File: src/ccts_pkg.sv
package ccts_pkg;

	// Default screen geometry
	localparam int DEF_ROWS = 10;
	localparam int DEF_COLS = 10;

	// Item opcodes
	localparam logic [1:0] OP_FEED = 2'd0;
	localparam logic [1:0] OP_READ = 2'd1;
	localparam logic [1:0] OP_NEW  = 2'd2;

	// Characters the parser knows
	localparam logic [7:0] CH_CARET = 8'h5E;
	localparam logic [7:0] CH_SPACE = 8'h20;
	localparam logic [7:0] CH_0     = 8'h30;
	localparam logic [7:0] CH_9     = 8'h39;
	localparam logic [7:0] CH_B     = 8'h62;
	localparam logic [7:0] CH_C     = 8'h63;
	localparam logic [7:0] CH_D     = 8'h64;
	localparam logic [7:0] CH_E     = 8'h65;
	localparam logic [7:0] CH_H     = 8'h68;
	localparam logic [7:0] CH_I     = 8'h69;
	localparam logic [7:0] CH_L     = 8'h6C;
	localparam logic [7:0] CH_O     = 8'h6F;
	localparam logic [7:0] CH_R     = 8'h72;
	localparam logic [7:0] CH_U     = 8'h75;

	// Screen array operations
	typedef enum logic [1:0] {
		SCR_NONE  = 2'd0,
		SCR_WRITE = 2'd1,
		SCR_ERASE = 2'd2,
		SCR_CLEAR = 2'd3
	} scr_op_t;

	// Command from the parser to the screen array
	typedef struct packed {
		scr_op_t    op;
		logic       ins;
		logic [7:0] ch;
	} scr_cmd_t;

endpackage

File: src/caret_control_text_screen.sv
// Caret-controlled text screen. Takes one item per clock cycle: feed a text
// byte, read a cell, or start a new screen. Every item updates the screen
// cells, cursor and escape parser in the cycle it is accepted, so the next
// item can follow at once. A read item produces one result in the output
// register the cycle after acceptance; it holds the cell as it stood after
// all earlier items, plus the cursor and mode. req_ready drops only while a
// result waits in the output register and rsp_ready is low. After reset the
// screen is all spaces, cursor home, overwrite mode, with no clearing pass.
module caret_control_text_screen import ccts_pkg::*; #(
	parameter int ROWS = DEF_ROWS,
	parameter int COLS = DEF_COLS
) (
	input  logic       clk,
	input  logic       arst_n,
	input  logic       req_valid,
	output logic       req_ready,
	input  logic [1:0] opcode,
	input  logic [7:0] char_byte,
	input  logic       line_end,
	input  logic [3:0] read_row,
	input  logic [3:0] read_col,
	output logic       rsp_valid,
	input  logic       rsp_ready,
	output logic [7:0] cell_char,
	output logic [3:0] cursor_row,
	output logic [3:0] cursor_col,
	output logic       insert_on
);

	localparam int RW = $clog2(ROWS);
	localparam int CW = $clog2(COLS);

	typedef enum logic [2:0] {
		PH_IDLE  = 3'b001,
		PH_CARET = 3'b010,
		PH_DIGIT = 3'b100
	} phase_t;

	logic [RW-1:0] cur_y_q, cur_y_n;
	logic [CW-1:0] cur_x_q, cur_x_n;
	logic          ins_q, ins_n;
	phase_t        phase_q, phase_n;
	logic [3:0]    held_q, held_n;

	logic          rsp_valid_q;
	logic [7:0]    cell_char_q;
	logic [3:0]    cursor_row_q;
	logic [3:0]    cursor_col_q;
	logic          insert_on_q;

	logic          acc;
	logic          is_digit;
	logic          do_put;
	logic [7:0]    put_char;
	logic [RW-1:0] row_sat;
	logic [CW-1:0] col_sat;
	scr_cmd_t      cmd;
	logic [7:0]    read_char;

	assign req_ready = !rsp_valid_q || rsp_ready;
	assign acc       = req_valid && req_ready;

	// Digit test and saturated move targets
	always_comb begin
		is_digit = char_byte inside {[CH_0:CH_9]};
		row_sat  = (held_q > 4'(ROWS - 1)) ? RW'(ROWS - 1) : held_q[RW-1:0];
		col_sat  = (char_byte[3:0] > 4'(COLS - 1)) ? CW'(COLS - 1) : char_byte[CW-1:0];
	end

	// Escape parser and cursor update
	always_comb begin
		cur_y_n  = cur_y_q;
		cur_x_n  = cur_x_q;
		ins_n    = ins_q;
		phase_n  = phase_q;
		held_n   = held_q;
		do_put   = 1'b0;
		put_char = char_byte;
		cmd.op   = SCR_NONE;
		cmd.ins  = ins_q;
		cmd.ch   = char_byte;

		if (acc && opcode == OP_FEED) begin
			phase_n = PH_IDLE;
			case (phase_q)
				PH_CARET: begin
					if (is_digit) begin
						if (!line_end) begin
							held_n  = char_byte[3:0];
							phase_n = PH_DIGIT;
						end
					end else begin
						case (char_byte)
							CH_B: cur_x_n = '0;
							CH_C: cmd.op = SCR_CLEAR;
							CH_E: cmd.op = SCR_ERASE;
							CH_H: begin
								cur_y_n = '0;
								cur_x_n = '0;
							end
							CH_I: ins_n = 1'b1;
							CH_O: ins_n = 1'b0;
							CH_D: if (cur_y_q != RW'(ROWS - 1)) cur_y_n = cur_y_q + RW'(1);
							CH_U: if (cur_y_q != '0) cur_y_n = cur_y_q - RW'(1);
							CH_L: if (cur_x_q != '0) cur_x_n = cur_x_q - CW'(1);
							CH_R: if (cur_x_q != CW'(COLS - 1)) cur_x_n = cur_x_q + CW'(1);
							CH_CARET: do_put = 1'b1;
							default: ;
						endcase
					end
				end
				PH_DIGIT: begin
					if (is_digit) begin
						cur_y_n = row_sat;
						cur_x_n = col_sat;
					end else if (char_byte == CH_CARET) begin
						phase_n = PH_CARET;
					end else begin
						do_put = 1'b1;
					end
				end
				default: begin
					if (char_byte == CH_CARET)
						phase_n = PH_CARET;
					else
						do_put = 1'b1;
				end
			endcase

			// plain write at the cursor, cursor stops at the last column
			if (do_put) begin
				cmd.op = SCR_WRITE;
				cmd.ch = put_char;
				if (cur_x_q != CW'(COLS - 1))
					cur_x_n = cur_x_q + CW'(1);
			end

			if (line_end)
				phase_n = PH_IDLE;
		end else if (acc && opcode == OP_NEW) begin
			cmd.op  = SCR_CLEAR;
			cur_y_n = '0;
			cur_x_n = '0;
			ins_n   = 1'b0;
			phase_n = PH_IDLE;
			held_n  = '0;
		end
	end

	ccts_screen #(
		.ROWS(ROWS),
		.COLS(COLS)
	) u_screen (
		.clk      (clk),
		.arst_n   (arst_n),
		.cmd      (cmd),
		.cmd_row  (cur_y_q),
		.cmd_col  (cur_x_q),
		.read_row (read_row),
		.read_col (read_col),
		.read_char(read_char)
	);

	// Parser and cursor state
	always_ff @(posedge clk or negedge arst_n) begin
		if (!arst_n) begin
			cur_y_q <= '0;
			cur_x_q <= '0;
			ins_q   <= 1'b0;
			phase_q <= PH_IDLE;
			held_q  <= '0;
		end else begin
			cur_y_q <= cur_y_n;
			cur_x_q <= cur_x_n;
			ins_q   <= ins_n;
			phase_q <= phase_n;
			held_q  <= held_n;
		end
	end

	// Result valid
	always_ff @(posedge clk or negedge arst_n) begin
		if (!arst_n) begin
			rsp_valid_q <= 1'b0;
		end else if (acc && opcode == OP_READ) begin
			rsp_valid_q <= 1'b1;
		end else if (rsp_ready) begin
			rsp_valid_q <= 1'b0;
		end
	end

	// Result payload
	always_ff @(posedge clk) begin
		if (acc && opcode == OP_READ) begin
			cell_char_q  <= read_char;
			cursor_row_q <= 4'(cur_y_q);
			cursor_col_q <= 4'(cur_x_q);
			insert_on_q  <= ins_q;
		end
	end

	assign rsp_valid  = rsp_valid_q;
	assign cell_char  = cell_char_q;
	assign cursor_row = cursor_row_q;
	assign cursor_col = cursor_col_q;
	assign insert_on  = insert_on_q;

endmodule

File: src/ccts_screen.sv
module ccts_screen import ccts_pkg::*; #(
	parameter int ROWS = DEF_ROWS,
	parameter int COLS = DEF_COLS,
	localparam int RW = $clog2(ROWS),
	localparam int CW = $clog2(COLS)
) (
	input  logic          clk,
	input  logic          arst_n,
	input  scr_cmd_t      cmd,
	input  logic [RW-1:0] cmd_row,
	input  logic [CW-1:0] cmd_col,
	input  logic [3:0]    read_row,
	input  logic [3:0]    read_col,
	output logic [7:0]    read_char
);

	logic [7:0] cells_q [ROWS][COLS];
	logic [7:0] left_w  [ROWS][COLS];

	// One register per cell, each with its own update logic
	for (genvar r = 0; r < ROWS; r++) begin : g_row
		for (genvar c = 0; c < COLS; c++) begin : g_col
			logic on_row;
			logic at_col;
			logic past_col;

			// left neighbor feeds the insert shift
			if (c == 0) begin : g_edge
				assign left_w[r][c] = cells_q[r][c];
			end else begin : g_inner
				assign left_w[r][c] = cells_q[r][c-1];
			end

			assign on_row   = (cmd_row == RW'(r));
			assign at_col   = (cmd_col == CW'(c));
			assign past_col = (CW'(c) > cmd_col);

			always_ff @(posedge clk or negedge arst_n) begin
				if (!arst_n) begin
					cells_q[r][c] <= CH_SPACE;
				end else begin
					case (cmd.op)
						SCR_CLEAR: cells_q[r][c] <= CH_SPACE;
						SCR_ERASE: begin
							if (on_row && (at_col || past_col))
								cells_q[r][c] <= CH_SPACE;
						end
						SCR_WRITE: begin
							if (on_row && at_col)
								cells_q[r][c] <= cmd.ch;
							else if (on_row && past_col && cmd.ins)
								cells_q[r][c] <= left_w[r][c];
						end
						default: ;
					endcase
				end
			end
		end
	end

	// Read port, zero outside the screen
	always_comb begin
		if (read_row < 4'(ROWS) && read_col < 4'(COLS))
			read_char = cells_q[read_row[RW-1:0]][read_col[CW-1:0]];
		else
			read_char = '0;
	end

endmodule

File: config.mk
export PLATFORM = sky130hd
export DESIGN_NAME = caret_control_text_screen
export DESIGN_NICKNAME = d
export VERILOG_FILES = /design/src/ccts_pkg.sv /design/src/caret_control_text_screen.sv /design/src/ccts_screen.sv
export SDC_FILE = /design/constraint.sdc
export NUM_CORES = 2
export LEC_CHECK = 0
export BUFFER_PORTS_ARGS = -buffer_cell sky130_fd_sc_hd__buf_2
export CORE_MARGIN = 3
export CORE_UTILIZATION = 58
export CTS_BUF_LIST = sky130_fd_sc_hd__clkbuf_4 sky130_fd_sc_hd__clkbuf_8 sky130_fd_sc_hd__clkbuf_16
export DETAILED_ROUTE_END_ITERATION = 16
export PLACE_DENSITY_LB_ADDON = 0.1
export SYNTH_ARGS = -nofsm -noshare
export SYNTH_HDL_FRONTEND = slang
export SYNTH_SLANG_ARGS = --single-unit
File: constraint.sdc
create_clock -name clk -period 4 [get_ports clk]
set_input_delay 0.8 -clock clk [delete_from_list [all_inputs] [get_ports clk]]
set_output_delay 0.8 -clock clk [all_outputs]
set_load 0.1 [all_outputs]
==> impl_metrics.py <==
metrics = {
    "sta": {
        "clock.fmax_mhz": 259,
        "rsz0062_at_grt": "false",
        "fin_setup_tns_ps": 0,
        "maxSlewViolCount": 0,
        "slew_headroom_pct": 9.46,
        "finalSetupViolations": 0,
        "finalHoldViolCount": 0,
        "finalCritPeriodShare_pct": 96.5,
        "fin_skew_ps": 41.2,
        "fin_crit_ps": 3860,
        "worst_slew_pin_slew_ps": 1340,
        "worst_hold_slack_ps": 71.0,
    },
    "synthesis": {
        "synth-edff-count": 17,
        "synth_area_um2": 52300,
        "synthDistinctLibCells": 94,
        "postSynthCellCount": 5374,
        "ys_seq_area_share_pct": 40.3,
        "synth_seq_cells": 834,
        "ys_warn_count": 0,
        "syn-num-nets": 5405,
        "synth_area_per_cell_um2": 9.74,
        "ys.flop_type": "dfrtp_1",
        "ys_async_sr_fraction_pct": 98.0,
    },
    "clock_network": {
        "h-tree-depth": 3,
        "cts_tree": "built",
        "postCtsHoldBufs": 0,
        "clk_latency_ps": 720,
        "cts-buffers-inserted": 94,
        "clock-root-buffer": "clkbuf_16",
        "clockBufferDepth": 3,
        "cts_resized": 0,
        "post-cts-setup-buffer-count": 0,
        "path_clk_slew_ps": 60,
        "clock-sinks": 834,
    },
    "power_and_ir_drop": {
        "p_leak_nw": 25.1,
        "switching_share_pct": 28.5,
        "comb_power_share_pct": 13.0,
        "power.switching_mw": 5.95,
        "vdd_ir_drop_max_v": 0.000360,
        "power_density_nw_per_um2": 354,
        "power.internal_mw": 14.9,
        "p_seq_share_pct": 41.7,
        "pwr-share-clk_pct": 45.3,
        "p_total_mw": 20.8,
    },
    "grt": {
        "grt_pass1_wl_um": 308000,
        "gr-total-overflow": 0,
        "grt_antenna_before_repair": 8,
        "grt_start_max_net_pins": 136,
        "grtUsageTotal_pct": 44.3,
        "grt_pass1_vias": 45300,
    },
    "route": {
        "vias": 47200,
        "drt_wl_total_um": 211000,
        "drtAntennaViolNets": 0,
        "detail_route.wl_per_cell_um": 31.8,
        "drc": 0,
        "dr.pass1.iters": 7,
        "drt-vias-per-instance": 7.09,
        "drtIter0Drc": 6824,
    },
    "critical_path": {
        "setup.worst_path.end_class": "flop",
        "worst-path-buf-inv": 1,
        "cpMaxStageDelayCell": "and2_1",
        "cp_cell_sequence": "nor2_1 -> buf_4 -> and2_1 -> nand3_1 -> mux2i_1 -> nor2_1 -> mux2_2",
        "crit_type": "reg2reg",
        "required_ps": 4600,
        "worstPathMaxFanout": 11,
        "critPathTopFamily": "simple AND/OR/NAND/NOR gates",
        "regToRegSetupSlack_ps": 140,
        "critPathLaunchType": "flop",
        "cp.arrival_ps": 4460,
        "slowest_delay_ps": 800,
        "path_common_cell": "nor2_1",
    },
    "cells_and_area": {
        "final_cell_mix": "dfrtp_1, mux2_2, nand2_1",
        "area_growth_pct": 12.4,
        "fill_cells": 7220,
        "final-instance-count-excl-fill": 6653,
        "drive_above_1_share_pct": 29.5,
        "final_common_cell": "dfrtp_1",
        "finalNetCount": 5437,
    },
    "min_path": {
        "min_path_type": "in2async",
    },
    "placement": {
        "portBuffers": 41,
        "dp.cells": 6475,
        "place_hpwl_um": 149000,
        "gp_congestion": 1.04,
    },
    "die": {
        "die_w_um": 306,
        "die_area_um2": 93900,
        "core_area_um2": 88900,
        "initial_core_util_pct": 58.9,
        "pin_count": 42,
        "rows": 109,
        "dieHeight_um": 306,
    },
    "job": {
        "maxCapViolations": 0,
    },
    "status": {
        "outcome": "completed",
    },
}
[layer usage]
metal	vias up	part of all wire (%)	wire length [um]	GRT usage, %
met5	-	0.022	46	0
li1	19700	-	-	-
met4	8	5.1	10800	19.0
met1	23700	39	82100	60.6
met3	591	15	31500	18.2
met2	3238	41	87100	62.1
[metrics by stage]
stage / setup WS, ps / utilization [%] / cell area (um^2)
CTS: 453 / 66.2 / 58800
floorplan: 318 / - / 52300
global route: 176 / 66.2 / 58800
finish: 139 / 66.2 / 58900
global placement: 217 / 62.4 / 55500
detailed placement: 208 / 62.4 / 55500
[layout make-up]
cell class                 count  area [um^2]  area share [%]
antenna                        1         2.50         0.00425
inverter                      41          155           0.264
multi-input combinational   4035        29400            49.9
clock inverter                43          581           0.986
sequential                   834        21100            35.8
tap                         1165         1460            2.48
timing repair buffer         400         3400            5.77
clock buffer                 134         2790            4.74
[final timing paths]
path,startpoint,end,depth (start not counted)
setup / recovery,cur_y_q[3]$_DFFE_PN0P_,u_screen.cells_q[622]$_DFFE_PN0P_,7
hold / removal,arst_n,u_screen.cells_q[153]$_DFFE_PN0P_,1
setup reg to reg,cur_y_q[3]$_DFFE_PN0P_,u_screen.cells_q[622]$_DFFE_PN0P_,7
hold reg to reg,u_screen.cells_q[317]$_DFFE_PN1P_,u_screen.cells_q[317]$_DFFE_PN1P_,2
max in group asynchronous,arst_n,u_screen.cells_q[525]$_DFFE_PN1P_,3
min in group clk,char_byte[0],held_q[0]$_DFFE_PN0P_,3
[sequential cells by signal, summed over array words and instances (netlist names)]
| register | cells |
|---|---|
| phase_q | 3 |
| cell_char | 8 |
| held_q | 4 |
| cursor_row | 4 |
| cursor_col | 4 |
| u_screen.cells_q | 800 |
| rsp_valid | 1 |
| insert_on | 1 |
| ins_q | 1 |
| cur_x_q | 4 |
| cur_y_q | 4 |
[power by group through the flow]
| stage | Combinational [mW] | Clock [mW] | Sequential, mW |
|---|---|---|---|
| after floorplan | 1.39 | 0 | 8.82 |
| after global placement | 2.56 | 0 | 8.83 |
| after detailed placement | 2.58 | 0 | 8.83 |
| after CTS | 2.59 | 9.46 | 8.69 |
| after global routing | 2.78 | 9.80 | 8.70 |
| final | 2.71 | 9.43 | 8.70 |
[synth_stat cells, drive strengths merged, types with 82 or more instances]
cell type	n	area share [%]
mux2i	382	7.4
mux2	729	16
dfrtp	716	34
o21ai	360	3.4
nor2	406	2.9
o22ai	82	1.2
nand3	252	2.4
clkbuf	335	2.4
mux4	124	5.3
dfstp	101	5.1
a21oi	568	5.6
buf	129	1.2
nand2	645	4.6
[kinds of logic (layout without fill, tap and decap cells)]
logic type	Yosys count	in the layout	share of synthesized area, %
mux	1235	1235	28.4
other cells	0	1	0
fa+ha+maj	8	8	0.191
buf+inv	505	618	3.85
simple gates	1484	1484	12.2
flops	834	834	40.3
xor+xnor	2	2	0.0335
compound gates	1306	1306	15.1
Power figures use the tool's default switching activity.
